### src/sv/ring_controller_register_window_top_assert.svh
// ----------------------------------------------------------------------------
// Register window assertion macros
// Concurrent checks, compiled out for synthesis.
// ----------------------------------------------------------------------------
`ifndef RING_CONTROLLER_REGISTER_WINDOW_TOP_ASSERT_SVH
`define RING_CONTROLLER_REGISTER_WINDOW_TOP_ASSERT_SVH

`ifndef SYNTHESIS
// same-cycle implication
`define RCRW_ASSERT_IMP(lbl, clk, rst_n, ante, cons) \
  lbl: assert property (@(posedge clk) disable iff (!rst_n) (ante) |-> (cons)) \
    else $error("register window assertion failed");
// next-cycle implication
`define RCRW_ASSERT_NXT(lbl, clk, rst_n, ante, cons) \
  lbl: assert property (@(posedge clk) disable iff (!rst_n) (ante) |=> (cons)) \
    else $error("register window assertion failed");
`else
`define RCRW_ASSERT_IMP(lbl, clk, rst_n, ante, cons)
`define RCRW_ASSERT_NXT(lbl, clk, rst_n, ante, cons)
`endif

`endif

### src/sv/rcrw_pkg.sv
// ----------------------------------------------------------------------------
// Register window package
// Shared types, access codes and reset values.
// ----------------------------------------------------------------------------
`default_nettype none

package rcrw_pkg;

  localparam int BUFFER_WORDS_DEFAULT = 1024;

  // access kinds
  localparam logic [1:0] REQ_WORD_RD = 2'd0;
  localparam logic [1:0] REQ_WORD_WR = 2'd1;
  localparam logic [1:0] REQ_BYTE_RD = 2'd2;
  localparam logic [1:0] REQ_BYTE_WR = 2'd3;

  localparam logic BANK_ID     = 1'b0;
  localparam logic BANK_STATUS = 1'b1;

  localparam logic [1:0] SLOT_0 = 2'd0;
  localparam logic [1:0] SLOT_1 = 2'd1;
  localparam logic [1:0] SLOT_2 = 2'd2;
  localparam logic [1:0] SLOT_3 = 2'd3;

  // configuration register indexes
  localparam logic CFG_BOARD_PRESENT = 1'b0;
  localparam logic CFG_ID_CODE       = 1'b1;

  localparam logic [15:0] STATUS_RESET = 16'hF806;
  localparam logic [7:0]  CSL_RESET    = 8'hF0;
  localparam logic [7:0]  CSL2_RESET   = 8'hE0;
  localparam logic [7:0]  ID_RESET     = 8'h36;

  localparam logic [15:0] STATUS_KEEP_WR  = 16'hF7FF;
  localparam logic [15:0] STATUS_PRESENT  = 16'h8000;
  localparam logic [15:0] STATUS_DONE_CLR = 16'h6006;
  localparam logic [7:0]  LANE_DONE_CLR   = 8'h40;
  localparam int          CMD_DONE_BIT    = 10;

  typedef struct packed {
    logic [15:0] write_data;
    logic        odd_byte;
    logic [1:0]  register_slot;
    logic        bank;
    logic        win_sel;
    logic [1:0]  req_type;
  } rcrw_req_t;

  typedef struct packed {
    logic capture;   // take request, start buffer read
    logic exec;      // perform access, load result
    logic clr_step;  // clear one buffer word
  } rcrw_cmd_t;

  typedef struct packed {
    logic clr_last;
  } rcrw_sts_t;

endpackage

`default_nettype wire

### src/sv/rcrw_ctrl.sv
// ----------------------------------------------------------------------------
// Register window controller
// Sequences buffer clearing, request capture and access execution.
// ----------------------------------------------------------------------------
`default_nettype none

`include "ring_controller_register_window_top_assert.svh"

module rcrw_ctrl import rcrw_pkg::*; (
  input  wire logic      clk,
  input  wire logic      rst_n,
  input  wire logic      in_tvalid,
  output logic           in_tready,
  output logic           out_tvalid,
  input  wire logic      out_tready,
  output rcrw_cmd_t      cmd,
  input  wire rcrw_sts_t sts
);

  typedef enum logic [1:0] {
    ST_CLEAR,
    ST_IDLE,
    ST_EXEC
  } state_t;

  state_t state_r, state_nxt;
  logic   out_valid_r, out_valid_nxt;
  logic   out_free;

  assign out_free = !out_valid_r || out_tready;

  always_comb begin
    cmd.capture  = (state_r == ST_IDLE) && in_tvalid;
    cmd.exec     = (state_r == ST_EXEC) && out_free;
    cmd.clr_step = (state_r == ST_CLEAR);
  end

  always_comb begin
    state_nxt     = state_r;
    out_valid_nxt = out_valid_r && !out_tready;
    case (state_r)
      ST_CLEAR: begin
        if (sts.clr_last) begin
          state_nxt = ST_IDLE;
        end
      end
      ST_IDLE: begin
        if (in_tvalid) begin
          state_nxt = ST_EXEC;
        end
      end
      ST_EXEC: begin
        if (out_free) begin
          state_nxt     = ST_IDLE;
          out_valid_nxt = 1'b1;
        end
      end
      default: state_nxt = ST_IDLE;
    endcase
  end

  always_ff @(posedge clk) begin
    if (!rst_n) begin
      state_r     <= ST_CLEAR;
      out_valid_r <= 1'b0;
    end else begin
      state_r     <= state_nxt;
      out_valid_r <= out_valid_nxt;
    end
  end

  assign in_tready  = (state_r == ST_IDLE);
  assign out_tvalid = out_valid_r;

  `RCRW_ASSERT_NXT(a_accept_to_exec, clk, rst_n, in_tvalid && in_tready, state_r == ST_EXEC)
  `RCRW_ASSERT_IMP(a_exec_out_free, clk, rst_n, cmd.exec, !out_valid_r || out_tready)
  `RCRW_ASSERT_IMP(a_clear_blocks_in, clk, rst_n, cmd.clr_step, !in_tready && !out_tvalid)
  `RCRW_ASSERT_NXT(a_exec_gives_beat, clk, rst_n, cmd.exec, out_tvalid)

endmodule

`default_nettype wire

### config.mk
export PLATFORM = sky130hd
export DESIGN_NAME = rcrw_ctrl
export DESIGN_NICKNAME = d
export VERILOG_FILES = /design/src/sv/rcrw_pkg.sv /design/src/sv/rcrw_ctrl.sv
export VERILOG_INCLUDE_DIRS = /design/src /design/src/sv
export SDC_FILE = /design/constraint.sdc
export NUM_CORES = 1
export LEC_CHECK = 0
export ABC_AREA = 1
export ABC_CLOCK_PERIOD_IN_PS = 900
export BUFFER_PORTS_ARGS = -buffer_cell sky130_fd_sc_hd__buf_2
export CORE_AREA = 2 2 39 41
export CTS_BUF_LIST = sky130_fd_sc_hd__clkbuf_4 sky130_fd_sc_hd__clkbuf_8
export DETAILED_ROUTE_END_ITERATION = 10
export DIE_AREA = 0 0 41 43
export PLACE_DENSITY = 0.41
export SLEW_MARGIN = 20
export SYNTH_ARGS = -nofsm -noshare
export SYNTH_HDL_FRONTEND = slang
export SYNTH_SLANG_ARGS = --single-unit
### constraint.sdc
create_clock -name clk -period 0.9 [get_ports clk]
set_input_delay 0 -clock clk [delete_from_list [all_inputs] [get_ports clk]]
set_output_delay 0 -clock clk [all_outputs]
set_load 0.05 [all_outputs]
Yosys cells after proc, flatten, opt, wreduce, memory -nomap -nowiden. Index checks and enable logic that the tools add are counted.

Latch bits: 0. RAM bits: 0. Word-level logic and storage cells: 21. Output and inout bits: 5. Memories: 0. Bits in read-only memories: 0. Register bits after elaboration: 3. Input port bits: 5.

Shifts and indexed selects: 0. Multiply operators: 0. Reduce and logical (&&, ||, !) cells: 8. Equality and inequality tests: 5. Muxes and demuxes: 6. Magnitude comparators: 0. Divide/modulo/power cells: 0. $add $sub $neg: 0. Bitwise logic cells: 0.

Operators with widths (count): $mux 2 (3); $pmux 2 s3 (1); $ne 2x2->1 const B (2); $logic_and 1x1->1 (3); $reduce_and 3->1 (1); $eq 2x1->1 const B (1); $eq 2x2->1 const B (1); $logic_not 1->1 (2); $logic_not 2->1 (1); $mux 1 (2); $ne 2x1->1 const B (1); $logic_or 1x1->1 (1).

Logic depth before layout (Yosys ltp).
Depth after elaboration: 4. Gate-level depth with buffers: 5. Gate-level depth less buffers: 5.

Least setup slack after synthesis. OpenSTA, ideal clock, no wires.

Kind: register -> output. Start: register out_valid_r, in the netlist out_tvalid. End: output cmd[1] in the netlist's numbering. Setup slack: -0.775 ns. Path buffers: 0. Stages on the path, launching flop included: 4. Arrival: 1.675 ns. Cell sequence: dfxtp_1 inv_1 nor2_2 nor3_1.

RTL lines: from (decl) (RTL line rcrw_ctrl.sv:27) `logic out_valid_r, out_valid_nxt;`; from (signal assigned) (RTL line rcrw_ctrl.sv:68) `out_valid_r <= out_valid_nxt;`; to (decl) (RTL line rcrw_ctrl.sv:16) `output rcrw_cmd_t cmd,`.

==> results_dict.tcl <==
set metrics [dict create \
    start_kind "register" \
    powerDensity_nw_per_um2 1710 \
    area_growth_pct 139 \
    yosys.area_share.simple 0.336 \
    cap_violations 0 \
    initial_utilization 0.110 \
    syn_nets 27 \
    ant_nets 0 \
    dr.pass1.iters 2 \
    ios 10 \
    syn_inst 22 \
    routed_wirelength_um 402 \
    reg2regPathDepth 5 \
    dieArea_um2 1760 \
    layout_commonest_cell "buf_2" \
    vias 197 \
    min_from "sts" \
    die_w_um 41 \
    min_to "state_r[0]" \
    whs_path_depth 5 \
    worst_pin_slew_ns 0.247 \
    drive_above_1_share 0.775 \
    finalWeightedCongestion 0.626 \
    yosys_warnings 0 \
    power_uw 624 \
    timing.final.hold_violations 0 \
    period_needed_ns 1.01 \
    layout_common_cells "6 x buf_2, 4 x clkbuf_4, 4 x buf_4" \
    drtIter0Drc 3 \
    cts_tree "done" \
    max_freq_ghz 0.988 \
    rrSetupSlack_ns -0.04 \
    grt_antenna_before_repair 0 \
    synth_area_per_cell_um2 6.94 \
    p_leak_uw 0.000168 \
    fin_worst_skew_ns 0.00145 \
    drv_slew 0 \
    grt_pass1_vias 181 \
    max-vdd-ir-drop_mv 0.503 \
    rr_endpoint "state_r[0]" \
    cp-end-kind "output pin" \
    ys_types 11 \
    clk_latency_ns 0.23 \
    hpwl_um 285 \
    violations "negative setup slack" \
    synth_compound_area_frac 0.123 \
    core.rowCount 14 \
    viasPerCell 3.52 \
    crit_fanout 3 \
    wl_per_cell_um 7.18 \
    die_y_um 43 \
    synth_top_area_share 0.393 \
    synth_fa_ha_area_frac 0 \
    status "finished, violations left" \
    slew_headroom 0.836 \
    nets 46 \
    ctsRootBufferMaster "clkbuf_4" \
    grt_max_degree 5 \
    critPathKind "register to output pin" \
    clock_path_buffers 2 \
    arrival_ns 1.01 \
    synth_area_um2 153 \
    setup_viol_count_final 5 \
    synth.largest_area_cell "dfxtp_1" \
    drcViolationCount 0 \
    synth-seq-cells 3 \
    rsz0062_at_grt "true" \
    hp-class "primary input to register" \
    synth_xor_area_frac 0 \
    grt-ovfl-total 0 \
    synth_area_leaders "dfxtp_1 39%, inv_1 12%, nor2_2 12%" \
    grt_pass1_wl_um 710 \
    r2r-start "state_r[1]" \
    cts_sinks 3 \
    crit_required_ns 0.90 \
    seq_area_frac_synth 0.393 \
    synth_mux_area_frac 0 \
    coreArea_um2 1380 \
    cts_max_level 1 \
    io_buffer_count 9 \
    numCtsBuffers 3 \
    clk_pin_slew_worst_paths_ns 0.04 \
    fin_ws_ns -0.113 \
    setup_tns_ns -0.408 \
    synth_top_family_by_area "simple AND/OR/NAND/NOR gates" \
    num_antenna_cells 0 \
    grt_util_all_layers 0.0673 \
    fin_crit_sh 1.13 \
]
## metal layers
layer,GRT usage,wire [µm],vias to the layer above,share of wire
met1,0.0643,173,86,0.43
met3,0.0785,58,0,0.14
met2,0.0813,170,10,0.42
li1,-,-,101,-
met4,0.0400,0,0,0
met5,0,0,-,0
## stage by stage
step | hold slack [ns] | area (µm²) | util | std cells | setup WS [ns]
CTS | 0.0890 | 362 | 0.261 | 56 | -0.122
finish | 0.104 | 365 | 0.264 | 56 | -0.113
global route | 0.106 | 365 | 0.264 | 56 | -0.168
global placement | 0.231 | 274 | 0.198 | 49 | -0.0207
detailed placement | 0.228 | 274 | 0.198 | 49 | -0.0210
floorplan | 0.117 | 194 | - | 22 | -0.103
## cell usage after synthesis, drive strengths merged
cell	instances
a21oi	1
nor3	1
dfxtp	3
o21a	1
nor2	5
a31oi	1
nand2	4
inv	6
## flip-flops by register name (all words and copies together) (netlist names)
register / cells
state_r: 2
out_tvalid: 1
## final cells by class
class	count	area (µm²)
fillers	150	1020
repair buffers	14	108
multi-input cells	13	105
flip-flops and latches	3	68.8
inverters	6	33.8
clock buffers	4	30.0
well taps	16	20.0
## cells by family after synthesis
kind of cell / after synthesis
buffers and inverters: 6
flip-flops: 3
AND/OR/NAND/NOR: 10
AO/OA/AOI/OAI: 3
## critical path, cell delays in order (launching register included)
cell,delay [ns]
dfxtp_2,0.34
inv_4,0.05
nand2_4,0.07
inv_6,0.03
nand2_4,0.06
clkinvlp_4,0.08
buf_8,0.15
## where the power goes
group	internal (µW)	total, µW	switching (µW)
Sequential	142	159	16.6
Clock	196	264	68.0
Combinational	79.2	201	122
Total	418	624	206
## worst max path at each step
stage	from	endpoint	slack [ns]	cells after the start
4_1_cts	state_r[1]	cmd[2]	-0.12	6
6_report	state_r[1]	cmd[2]	-0.11	6
3_5_place_dp	out_tvalid	state_r[0]	-0.02	5
3_3_place_gp	state_r[0]	cmd[2]	-0.02	5
5_1_grt	state_r[1]	cmd[2]	-0.17	6
2_1_floorplan	out_tvalid	state_r[0]	-0.10	5
## what timing repair did
item	CTS	global route
setup buffers	2	0
hold endpoints to repair	1	0
gates cloned	0	0
endpoints found under the setup margin	5	6
hold buffers	1	0
resized for setup	10	1
pin swaps	2	3
Power figures use the tool's default switching activity.
