**config.mk**
```make
export PLATFORM = sky130hd
export DESIGN_NAME = rcrw_cfg
export DESIGN_NICKNAME = d
export VERILOG_FILES = /design/src/sv/ring_controller_register_window_top_assert.svh /design/src/sv/rcrw_pkg.sv /design/src/sv/rcrw_cfg.sv
export SDC_FILE = /design/constraint.sdc
export NUM_CORES = 1
export LEC_CHECK = 0
export BUFFER_PORTS_ARGS = -buffer_cell sky130_fd_sc_hd__buf_2
export CORE_AREA = 2 2 70 45
export CTS_CLUSTER_SIZE = 20
export DETAILED_ROUTE_END_ITERATION = 8
export DIE_AREA = 0 0 72 47
export HOLD_SLACK_MARGIN = 0.05
export PLACE_DENSITY_LB_ADDON = 0.05
export SYNTH_ARGS = -nofsm -noshare
export SYNTH_HDL_FRONTEND = slang
export SYNTH_SLANG_ARGS = --single-unit
```
**constraint.sdc**
```tcl
create_clock -name clk -period 0.8 [get_ports clk]
set_input_delay 0.04 -clock clk [delete_from_list [all_inputs] [get_ports clk]]
set_output_delay 0.04 -clock clk [all_outputs]
set_load 0.02 [all_outputs]
```
**src/sv/ring_controller_register_window_top_assert.svh**
```systemverilog
// ----------------------------------------------------------------------------
// Register window assertion macros
// Concurrent checks, compiled out for synthesis.
// ----------------------------------------------------------------------------
`ifndef RING_CONTROLLER_REGISTER_WINDOW_TOP_ASSERT_SVH
`define RING_CONTROLLER_REGISTER_WINDOW_TOP_ASSERT_SVH

`ifndef SYNTHESIS
// same-cycle implication
`define RCRW_ASSERT_IMP(lbl, clk, rst_n, ante, cons) \
  lbl: assert property (@(posedge clk) disable iff (!rst_n) (ante) |-> (cons)) \
    else $error("register window assertion failed");
// next-cycle implication
`define RCRW_ASSERT_NXT(lbl, clk, rst_n, ante, cons) \
  lbl: assert property (@(posedge clk) disable iff (!rst_n) (ante) |=> (cons)) \
    else $error("register window assertion failed");
`else
`define RCRW_ASSERT_IMP(lbl, clk, rst_n, ante, cons)
`define RCRW_ASSERT_NXT(lbl, clk, rst_n, ante, cons)
`endif

`endif

```
**src/sv/rcrw_pkg.sv**
```systemverilog
// ----------------------------------------------------------------------------
// Register window package
// Shared types, access codes and reset values.
// ----------------------------------------------------------------------------
`default_nettype none

package rcrw_pkg;

  localparam int BUFFER_WORDS_DEFAULT = 1024;

  // access kinds
  localparam logic [1:0] REQ_WORD_RD = 2'd0;
  localparam logic [1:0] REQ_WORD_WR = 2'd1;
  localparam logic [1:0] REQ_BYTE_RD = 2'd2;
  localparam logic [1:0] REQ_BYTE_WR = 2'd3;

  localparam logic BANK_ID     = 1'b0;
  localparam logic BANK_STATUS = 1'b1;

  localparam logic [1:0] SLOT_0 = 2'd0;
  localparam logic [1:0] SLOT_1 = 2'd1;
  localparam logic [1:0] SLOT_2 = 2'd2;
  localparam logic [1:0] SLOT_3 = 2'd3;

  // configuration register indexes
  localparam logic CFG_BOARD_PRESENT = 1'b0;
  localparam logic CFG_ID_CODE       = 1'b1;

  localparam logic [15:0] STATUS_RESET = 16'hF806;
  localparam logic [7:0]  CSL_RESET    = 8'hF0;
  localparam logic [7:0]  CSL2_RESET   = 8'hE0;
  localparam logic [7:0]  ID_RESET     = 8'h36;

  localparam logic [15:0] STATUS_KEEP_WR  = 16'hF7FF;
  localparam logic [15:0] STATUS_PRESENT  = 16'h8000;
  localparam logic [15:0] STATUS_DONE_CLR = 16'h6006;
  localparam logic [7:0]  LANE_DONE_CLR   = 8'h40;
  localparam int          CMD_DONE_BIT    = 10;

  typedef struct packed {
    logic [15:0] write_data;
    logic        odd_byte;
    logic [1:0]  register_slot;
    logic        bank;
    logic        win_sel;
    logic [1:0]  req_type;
  } rcrw_req_t;

  typedef struct packed {
    logic capture;   // take request, start buffer read
    logic exec;      // perform access, load result
    logic clr_step;  // clear one buffer word
  } rcrw_cmd_t;

  typedef struct packed {
    logic clr_last;
  } rcrw_sts_t;

endpackage

`default_nettype wire

```
**src/sv/rcrw_cfg.sv**
```systemverilog
// ----------------------------------------------------------------------------
// Register window configuration port
// APB-style register file for board presence and ID code.
// ----------------------------------------------------------------------------
`default_nettype none

module rcrw_cfg import rcrw_pkg::*; (
  input  wire logic        clk,
  input  wire logic        rst_n,
  input  wire logic        psel,
  input  wire logic        penable,
  input  wire logic        pwrite,
  input  wire logic [2:0]  paddr,
  input  wire logic [31:0] pwdata,
  output logic [31:0]      prdata,
  output logic             pready,
  output logic             board_present,
  output logic [7:0]       id_code
);

  logic       board_present_r, board_present_nxt;
  logic [7:0] id_code_r, id_code_nxt;
  logic       wr_en;

  assign pready = 1'b1;
  assign wr_en  = psel && penable && pwrite && pready;

  always_comb begin
    board_present_nxt = board_present_r;
    id_code_nxt       = id_code_r;
    if (wr_en) begin
      case (paddr[2])
        CFG_BOARD_PRESENT: board_present_nxt = pwdata[0];
        CFG_ID_CODE:       id_code_nxt       = pwdata[7:0];
        default:           ;
      endcase
    end
  end

  always_ff @(posedge clk) begin
    if (!rst_n) begin
      board_present_r <= 1'b1;
      id_code_r       <= ID_RESET;
    end else begin
      board_present_r <= board_present_nxt;
      id_code_r       <= id_code_nxt;
    end
  end

  always_comb begin
    case (paddr[2])
      CFG_BOARD_PRESENT: prdata = {31'd0, board_present_r};
      CFG_ID_CODE:       prdata = {24'd0, id_code_r};
      default:           prdata = 32'd0;
    endcase
  end

  assign board_present = board_present_r;
  assign id_code       = id_code_r;

endmodule

`default_nettype wire

```
==> Word-level counts from Yosys, hierarchy flattened <==
Index checks and enable logic that the tools add are counted.
{ "classes": {"muxes": 1, "bitwise": 1, "n_reduce_logical": 4} }
{ "op_table": {"columns": ["operator", "count"], "rows": [
  ["32-bit case mux with 2 select lines", 1],
  ["2-bit AND reduction", 2],
  ["1-bit logical AND", 2],
  ["1-bit inverter", 1]
]} }
{ "word_totals": {"reg_bits": 9, "input_bits": 40, "output_inout_bits": 42} }

==> Longest topological paths before layout <==
Gate-level depths: netlist (run 1).
{ "logic_depth": {"ltp_word": 3, "depth_mapped": 3, "ltp_nobuf": 2} }

==> Least setup slack after synthesis (run 1) <==
Ideal clock, no wire load.
{ "synth_timing": {"kind": "register to output", "start": "reg id_code_r[0], in the netlist id_code[0]", "end": "out prdata[0]", "arrival_ps": 699, "t_required_ps": 760, "slack_ps": 61, "path_stages_with_launch": 2, "path_buffers": 0, "cell_sequence": "dfxtp_1 mux2_2"} }
{ "synth_between": {"elab_chain_cells": 1} }
{ "synth_lines": {"columns": ["item", "line", "source"], "rows": [
  ["start: declaration", "rcrw_cfg.sv:22", "logic [7:0] id_code_r, id_code_nxt;"],
  ["start signal: assignment", "rcrw_cfg.sv:46", "id_code_r <= id_code_nxt;"],
  ["32-bit case mux with 2 select lines", "rcrw_cfg.sv:51", "case (paddr[2])"],
  ["end: declaration", "rcrw_cfg.sv:15", "output logic [31:0] prdata,"]
]} }
No other way between the ends. The select of a mux whose other input is x is not followed.

==> Worst setup path in the final report (run 1) <==
{ "layout_timing": {"start": "reg board_present_r, in the netlist board_present", "end": "out prdata[0]"} }
{ "layout_between": {"elab_chain_cells": 1} }
{ "layout_lines": {"columns": ["item", "line", "source"], "rows": [
  ["start: declaration", "rcrw_cfg.sv:21", "logic board_present_r, board_present_nxt;"],
  ["start signal: assignment", "rcrw_cfg.sv:45", "board_present_r <= board_present_nxt;"],
  ["32-bit case mux with 2 select lines", "rcrw_cfg.sv:51", null]
]} }
No other way between the ends. The select of a mux whose other input is x is not followed.

==> summary.log, run 1 <==
qor: logic_synthesis.synthSimpleGateAreaFrac 24.8%
qor: logic_synthesis.synthTopCellsByArea sky130_fd_sc_hd__buf_4, sky130_fd_sc_hd__dfxtp_1, sky130_fd_sc_hd__mux2i_1
qor: logic_synthesis.ys_types 12
qor: placement.io_buffers 30
qor: pwr.psw 393 uW
qor: setup_path.worst-r2r-cell-count 4
qor: placement.place.gp.congestion 0.604
qor: finish.antenna-diode-count 0
qor: min_path.hold_depth 3
qor: setup_path.worstPathRequired 0.76 ns
qor: grt.antenna_found_initial 0
qor: detailed_routing.drt-total-wl 1480 um
qor: logic_synthesis.xor_xnor_share_of_the_synthesized_area 0%
qor: logic_synthesis.synth.mux.area_fraction 15.5%
qor: die.rows 15
qor: pwr.ir_worst_vdd 761 uV
qor: timing.finalMaxSlewViolations 0
qor: detailed_routing.dr.first_iter.drc_count 7
qor: logic_synthesis.synth_compound_area_share 0%
qor: pwr.power_report.internal_total 941 uW
qor: logic_synthesis.synthesis.area 656 um^2
qor: logic_synthesis.synth_sequential_area_ratio 27.5%
qor: logic_synthesis.ys_dominant_reg_cell sky130_fd_sc_hd__dfxtp_1
qor: die.io-pin-count 82
qor: logic_synthesis.synthMostInstantiatedCell sky130_fd_sc_hd__buf_4
qor: logic_synthesis.synth.avg_cell_area 8.74 um^2
qor: pwr.cellLeakagePower 0.000462 uW
qor: detailed_routing.vias_cell 3.62
qor: grt.grt_pass1_wl 1930 um
qor: run_status.run_status finished, violations left
qor: detailed_routing.via_count 539
qor: logic_synthesis.largest_family_of_logic_cells_by_synthesized_area buffers and inverters
qor: timing.timing.setup.tns -0.675 ns
qor: timing.min_period_over_period 123%
qor: pwr.power 1330 uW
qor: logic_synthesis.synth.yosys.warnings 0
qor: setup_path.slowest_cell_delay_on_critical_path 0.31 ns
qor: finish.number_of_nets_in_the_layout 156
qor: setup_path.ff2ff_setup_slack -0.02 ns
qor: pwr.power.clock.fraction 39.6%
qor: logic_synthesis.async_flop_share 0%
qor: pwr.p_comb_share 25.2%
qor: clock_network.clk-insertion-delay-late 0.23 ns
qor: logic_synthesis.synth-seq-cells 9
qor: grt.pin_count_of_the_biggest_net_entering_global_routing 19
qor: setup_path.path_max_fanout 2
qor: grt.grt_overflow 0
qor: die.fp.coreArea 0.00276 mm^2
qor: min_path.hold_class in -> reg
qor: logic_synthesis.synth_common_cells sky130_fd_sc_hd__buf_4, sky130_fd_sc_hd__nor2b_1, sky130_fd_sc_hd__dfxtp_1, sky130_fd_sc_hd__mux2i_1, sky130_fd_sc_hd__nand2_1
qor: timing.final.setup.worst_slack -0.181 ns
qor: pwr.switching_share 29.5%
qor: pwr.power.density_cell_area 1400 mW/mm^2
qor: logic_synthesis.synth-edff-count 0
qor: setup_path.critPathArrivalTime 0.94 ns
qor: setup_path.worstSetupPathType reg -> out
qor: logic_synthesis.synth_fa_ha_area_share 0%
qor: placement.detailedPlacementHpwl 1070 um
qor: run_status.failed_checks setup timing
qor: finish.fin_util 34.6%
qor: setup_path.path_cells mux2_4, buf_6
qor: finish.area_growth_syn_to_layout 45.6%
qor: placement.placement_setup_slack -0.00953 ns
qor: setup_path.worst_setup_path_end_kind primary output
qor: die.initial_core_utilization 23.8%
qor: timing.rsz0062_at_grt true
qor: logic_synthesis.synth_largest_area_cell sky130_fd_sc_hd__buf_4
qor: clock_network.h-tree-depth 1
qor: setup_path.reg2reg_to board_present
qor: timing.period_needed 0.981 ns
qor: setup_path.crit_path_start board_present
qor: clock_network.cts_buffers 3
qor: flow_run.timing.max_cap.violations 0
qor: timing.max_clock_freq 1020 MHz
qor: setup_path.critical_path.endpoint prdata[0]
qor: die.die-width 72 um
qor: timing.finalHoldViolations 0
qor: clock_network.cts.clk_slew.worst_paths 0.05 ns
qor: detailed_routing.wl_per_cell 9.91 um
qor: logic_synthesis.synth.top_cell.area_share 28.6%
qor: finish.drive_gt1_share 50.4%
qor: pwr.seq_pwr_share 35.2%
qor: setup_path.startpoint_types flop
qor: detailed_routing.drc_errors 0
qor: setup_path.r2r_start board_present
qor: timing.timing.clock.skew 0 ns
qor: die.design.die.area 0.00338 mm^2
qor: detailed_routing.drt_first_pass_iters 2
qor: detailed_routing.route.antenna.remaining_nets 0
qor: setup_path.crit_slowest_cell sky130_fd_sc_hd__dfxtp_2
qor: die.y_dimension_of_the_die 47 um
qor: grt.grt_pass1_vias 386
qor: clock_network.cts_tree built
qor: clock_network.clock_sinks 9
qor: grt.track_usage 8.39%
qor: clock_network.clk_root_buffer_cell sky130_fd_sc_hd__clkbuf_8
qor: timing.setup_violations 11
qor: clock_network.maximum_clock_path_buffer_count 2
qor: logic_synthesis.netlist_instances 75
## cells in the final DEF, fill, tap and decap left out
master / instances
sky130_fd_sc_hd__and2_4: 7
sky130_fd_sc_hd__mux2_4: 1
sky130_fd_sc_hd__nand4b_1: 1
sky130_fd_sc_hd__mux2i_1: 9
sky130_fd_sc_hd__clkbuf_1: 1
sky130_fd_sc_hd__dfxtp_2: 9
sky130_fd_sc_hd__clkbuf_8: 3
sky130_fd_sc_hd__buf_4: 8
sky130_fd_sc_hd__nand2_1: 8
sky130_fd_sc_hd__conb_1: 25
sky130_fd_sc_hd__dlygate4sd3_1: 2
sky130_fd_sc_hd__and4_1: 1
sky130_fd_sc_hd__buf_2: 18
sky130_fd_sc_hd__nor2b_1: 10
sky130_fd_sc_hd__buf_6: 12
## repair_timing
| item | CTS | global route |
|---|---|---|
| endpoints found under the setup margin | 10 | 12 |
| endpoints found under the hold margin | 2 | 0 |
| hold buffers | 2 | 0 |
| resized for setup | 35 | 6 |
| setup buffers | 3 | 1 |
| pin swaps | 0 | 0 |
## worst min path at each step
stage | startpoint | endpoint | slack [ns]
6_report | pwdata[6] | id_code[6] | 0.06
5_1_grt | pwdata[6] | id_code[6] | 0.07
4_1_cts | pwdata[6] | id_code[6] | 0.05
3_5_place_dp | pwdata[3] | id_code[3] | 0.30
3_3_place_gp | pwdata[3] | id_code[3] | 0.29
2_1_floorplan | pwdata[0] | id_code[0] | 0.18
## logic make-up (layout without fill, tap and decap cells)
| logic type | Yosys count | count (layout) |
|---|---|---|
| buffers and inverters | 27 | 44 |
| AND/OR/NAND/NOR | 27 | 27 |
| other | 2 | 25 |
| multiplexers | 10 | 10 |
| flip-flops | 9 | 9 |
## registers in the layout, summed over array words and instances (netlist names)
register / flops
board_present: 1
id_code: 8
## worst max-delay path, delay by kind of cell, from the launching register on
family,cells,cell delay (ns)
buffers and inverters,1,0.13
DFF,1,0.31
muxes,1,0.27
## cell type report
cell class	instances	area, um^2
Clock buffer	4	45.0
Fill cell	305	1800
Multi-Input combinational cell	62	370
Sequential cell	9	191
Tap cell	34	42.5
Timing Repair Buffer	40	305
## power by group through the flow
stage                     Combinational (uW)  Clock, uW  Sequential [uW]
after floorplan                          280          0              486
after global placement                   280          0              475
after detailed placement                 280          0              475
after CTS                                331        557              468
after global routing                     362        591              470
final                                    337        528              469
## per-stage QoR
| stage | std cells | hold slack (ns) | cell area (um^2) |
|---|---|---|---|
| finish | 149 | 0.0596 | 955 |
| global route | 149 | 0.0703 | 955 |
| CTS | 148 | 0.0520 | 930 |
| detailed placement | 139 | 0.297 | 761 |
| global placement | 139 | 0.290 | 761 |
| floorplan | 98 | 0.182 | 742 |
## metal layers
metal	vias up	wire [um]	GRT usage (%)	share of wire, %
met5	-	0	0	0
met4	0	11	3.40	0.75
met3	2	146	5.36	9.9
met2	32	653	12.2	44
met1	239	665	10.0	45
li1	266	-	-	-
Power figures use the tool's default switching activity.
==> run 2, diff against run 1 <==
--- a/config.mk
+++ b/config.mk
@@ -5,11 +5,11 @@
 export SDC_FILE = /design/constraint.sdc
 export NUM_CORES = 1
 export LEC_CHECK = 0
-export BUFFER_PORTS_ARGS = -buffer_cell sky130_fd_sc_hd__buf_2
 export CORE_AREA = 2 2 70 45
 export CTS_CLUSTER_SIZE = 20
 export DETAILED_ROUTE_END_ITERATION = 8
 export DIE_AREA = 0 0 72 47
+export DONT_BUFFER_PORTS = 1
 export HOLD_SLACK_MARGIN = 0.05
 export PLACE_DENSITY_LB_ADDON = 0.05
 export SYNTH_ARGS = -nofsm -noshare
==> summary.log, run 2 (synthesis gave the netlist of run 1 again) <==
qor: setup_path.cpLargestDelayFamily flip-flops
qor: setup_path.critPathArrivalTime 0.84 ns
qor: placement.io_buffers 0
qor: clock_network.cts_buffers 3
qor: pwr.power.density_cell_area 1460 mW/mm^2
qor: setup_path.worst_setup_path_end_kind primary output
qor: finish.fin_cells 133
qor: finish.antenna-diode-count 0
qor: die.initial_core_utilization 23.8%
qor: setup_path.path_max_fanout 2
qor: detailed_routing.route.antenna.remaining_nets 0
qor: setup_path.worstSetupPathType reg -> out
qor: finish.fill_cells 294
qor: placement.numPlacedInstances 116
qor: min_path.whs_endpoint id_code[7]
qor: grt.antenna_found_initial 0
qor: timing.finalHoldViolations 4
qor: setup_path.ff2ff_setup_slack 0.04 ns
qor: flow_run.timing.max_cap.violations 0
qor: run_status.run_status finished, violations left
qor: placement.detailedPlacementHpwl 983 um
qor: clock_network.maximum_clock_path_buffer_count 2
qor: finish.layout_common_cells sky130_fd_sc_hd__conb_1, sky130_fd_sc_hd__buf_4, sky130_fd_sc_hd__nor2b_1, sky130_fd_sc_hd__dlygate4sd3_1
qor: placement.placement_setup_slack 0.0956 ns
qor: detailed_routing.vias_cell 3.50
qor: grt.grt_overflow 0
qor: timing.period_needed 0.884 ns
qor: detailed_routing.drc_errors 0
qor: setup_path.crit_slowest_cell sky130_fd_sc_hd__dfxtp_2
qor: placement.place.gp.congestion 0.578
qor: timing.max_clock_freq 1130 MHz
qor: finish.largest_register_ffs 8
qor: detailed_routing.via_count 465
qor: timing.timing.clock.skew 0 ns
qor: min_path.timing.hold.worst.start pwdata[7]
qor: pwr.cellLeakagePower 0.000389 uW
qor: detailed_routing.drt_first_pass_iters 4
qor: clock_network.clock_sinks 9
qor: timing.setup_violations 3
qor: timing.finalMaxSlewViolations 0
qor: clock_network.cts.clk_slew.worst_paths 0.05 ns
qor: setup_path.worst-r2r-cell-count 4
qor: die.die-width 72 um
qor: die.fp.coreArea 0.00276 mm^2
qor: timing.timing.hold.ws -0.0511 ns
qor: timing.rsz0062_at_grt true
qor: clock_network.cts_tree built
qor: finish.number_of_nets_in_the_layout 140
qor: setup_path.worstPathRequired 0.76 ns
qor: grt.grt_pass1_wl 1850 um
qor: setup_path.path_buf_inv 0
qor: pwr.power 1260 uW
qor: finish.drive_gt1_share 34.3%
qor: die.design.die.area 0.00338 mm^2
qor: grt.track_usage 8.01%
qor: finish.cell_area_after_layout 866 um^2
qor: clock_network.clk_root_buffer_cell sky130_fd_sc_hd__clkbuf_8
qor: detailed_routing.wl_per_cell 10.2 um
qor: clock_network.clk-insertion-delay-late 0.23 ns
qor: die.io-pin-count 82
qor: timing.min_period_over_period 111%
qor: die.y_dimension_of_the_die 47 um
qor: setup_path.crit_cells 1
qor: timing.final.setup.worst_slack -0.0843 ns
qor: finish.final_common_cell sky130_fd_sc_hd__conb_1
qor: clock_network.h-tree-depth 1
qor: detailed_routing.dr.first_iter.drc_count 7
qor: setup_path.slowest_cell_delay_on_critical_path 0.31 ns
qor: placement.place_area 663 um^2
qor: detailed_routing.drt-total-wl 1350 um
qor: min_path.hold_depth 2
qor: setup_path.r2r_start id_code[0]
qor: min_path.hold_class in -> reg
qor: setup_path.reg2reg_to id_code[0]
qor: pwr.ir_worst_vdd 562 uV
qor: finish.area_growth_syn_to_layout 32.1%
qor: grt.grt_pass1_vias 383
qor: setup_path.path_cells mux2_4
qor: setup_path.startpoint_types flop
qor: grt.pin_count_of_the_biggest_net_entering_global_routing 19
qor: die.rows 15
qor: run_status.failed_checks hold timing, setup timing
[run 2: cell count changes in the layout (fill, tap and decap cells not counted), sizes merged]
| cell | previous run | this run |
|---|---|---|
| buf | 38 | 14 |
| dlygate4sd3 | 2 | 10 |
[run 2: how the worst max path moves through the flow]
stage                     slack [ns]    endpoint          start
final                          -0.08   prdata[0]  board_present
after global routing           -0.11   prdata[0]     id_code[0]
after CTS                       -0.1   prdata[0]  board_present
after detailed placement         0.1  id_code[5]         pwrite
after global placement          0.08  id_code[5]         pwrite
after floorplan                 0.06   prdata[0]     id_code[0]
[run 2: final cells by class]
type / count / area (um^2) / share of cell area, %
multi-input cells: 62 / 370 / 42.8
flip-flops and latches: 9 / 191 / 22.1
repair buffers: 24 / 216 / 25.0
well taps: 34 / 42.5 / 4.91
clock buffers: 4 / 45.0 / 5.20
[run 2: layer usage]
metal	global-route usage, %	up-vias	part of all wire (%)
li1	-	233	-
met5	0	-	0
met4	3.40	0	0.59
met2	11.1	31	41
met1	10.1	199	48
met3	4.72	2	11
[run 2: what timing repair did]
action / CTS / global route
hold buffers: 7 / 3
pin swaps: 5 / 6
resized for setup: 16 / 4
endpoints found under the hold margin: 9 / 6
endpoints found under the setup margin: 9 / 10
setup buffers: 1 / 2
gates cloned: 0 / 0
[run 2: where the power goes]
| part | leakage [uW] | total [uW] | internal [uW] | switching (uW) |
|---|---|---|---|---|
| clock network | 0.0000228 | 518 | 347 | 171 |
| logic | 0.000294 | 275 | 101 | 174 |
| registers | 0.0000726 | 469 | 462 | 7.34 |
[run 2: stage by stage]
stage	setup TNS, ns	utilization (%)
after global routing	-0.231	31.4
final	-0.132	31.4
after detailed placement	0	24.0
after floorplan	0	-
after global placement	0	24.0
after CTS	-0.145	29.4
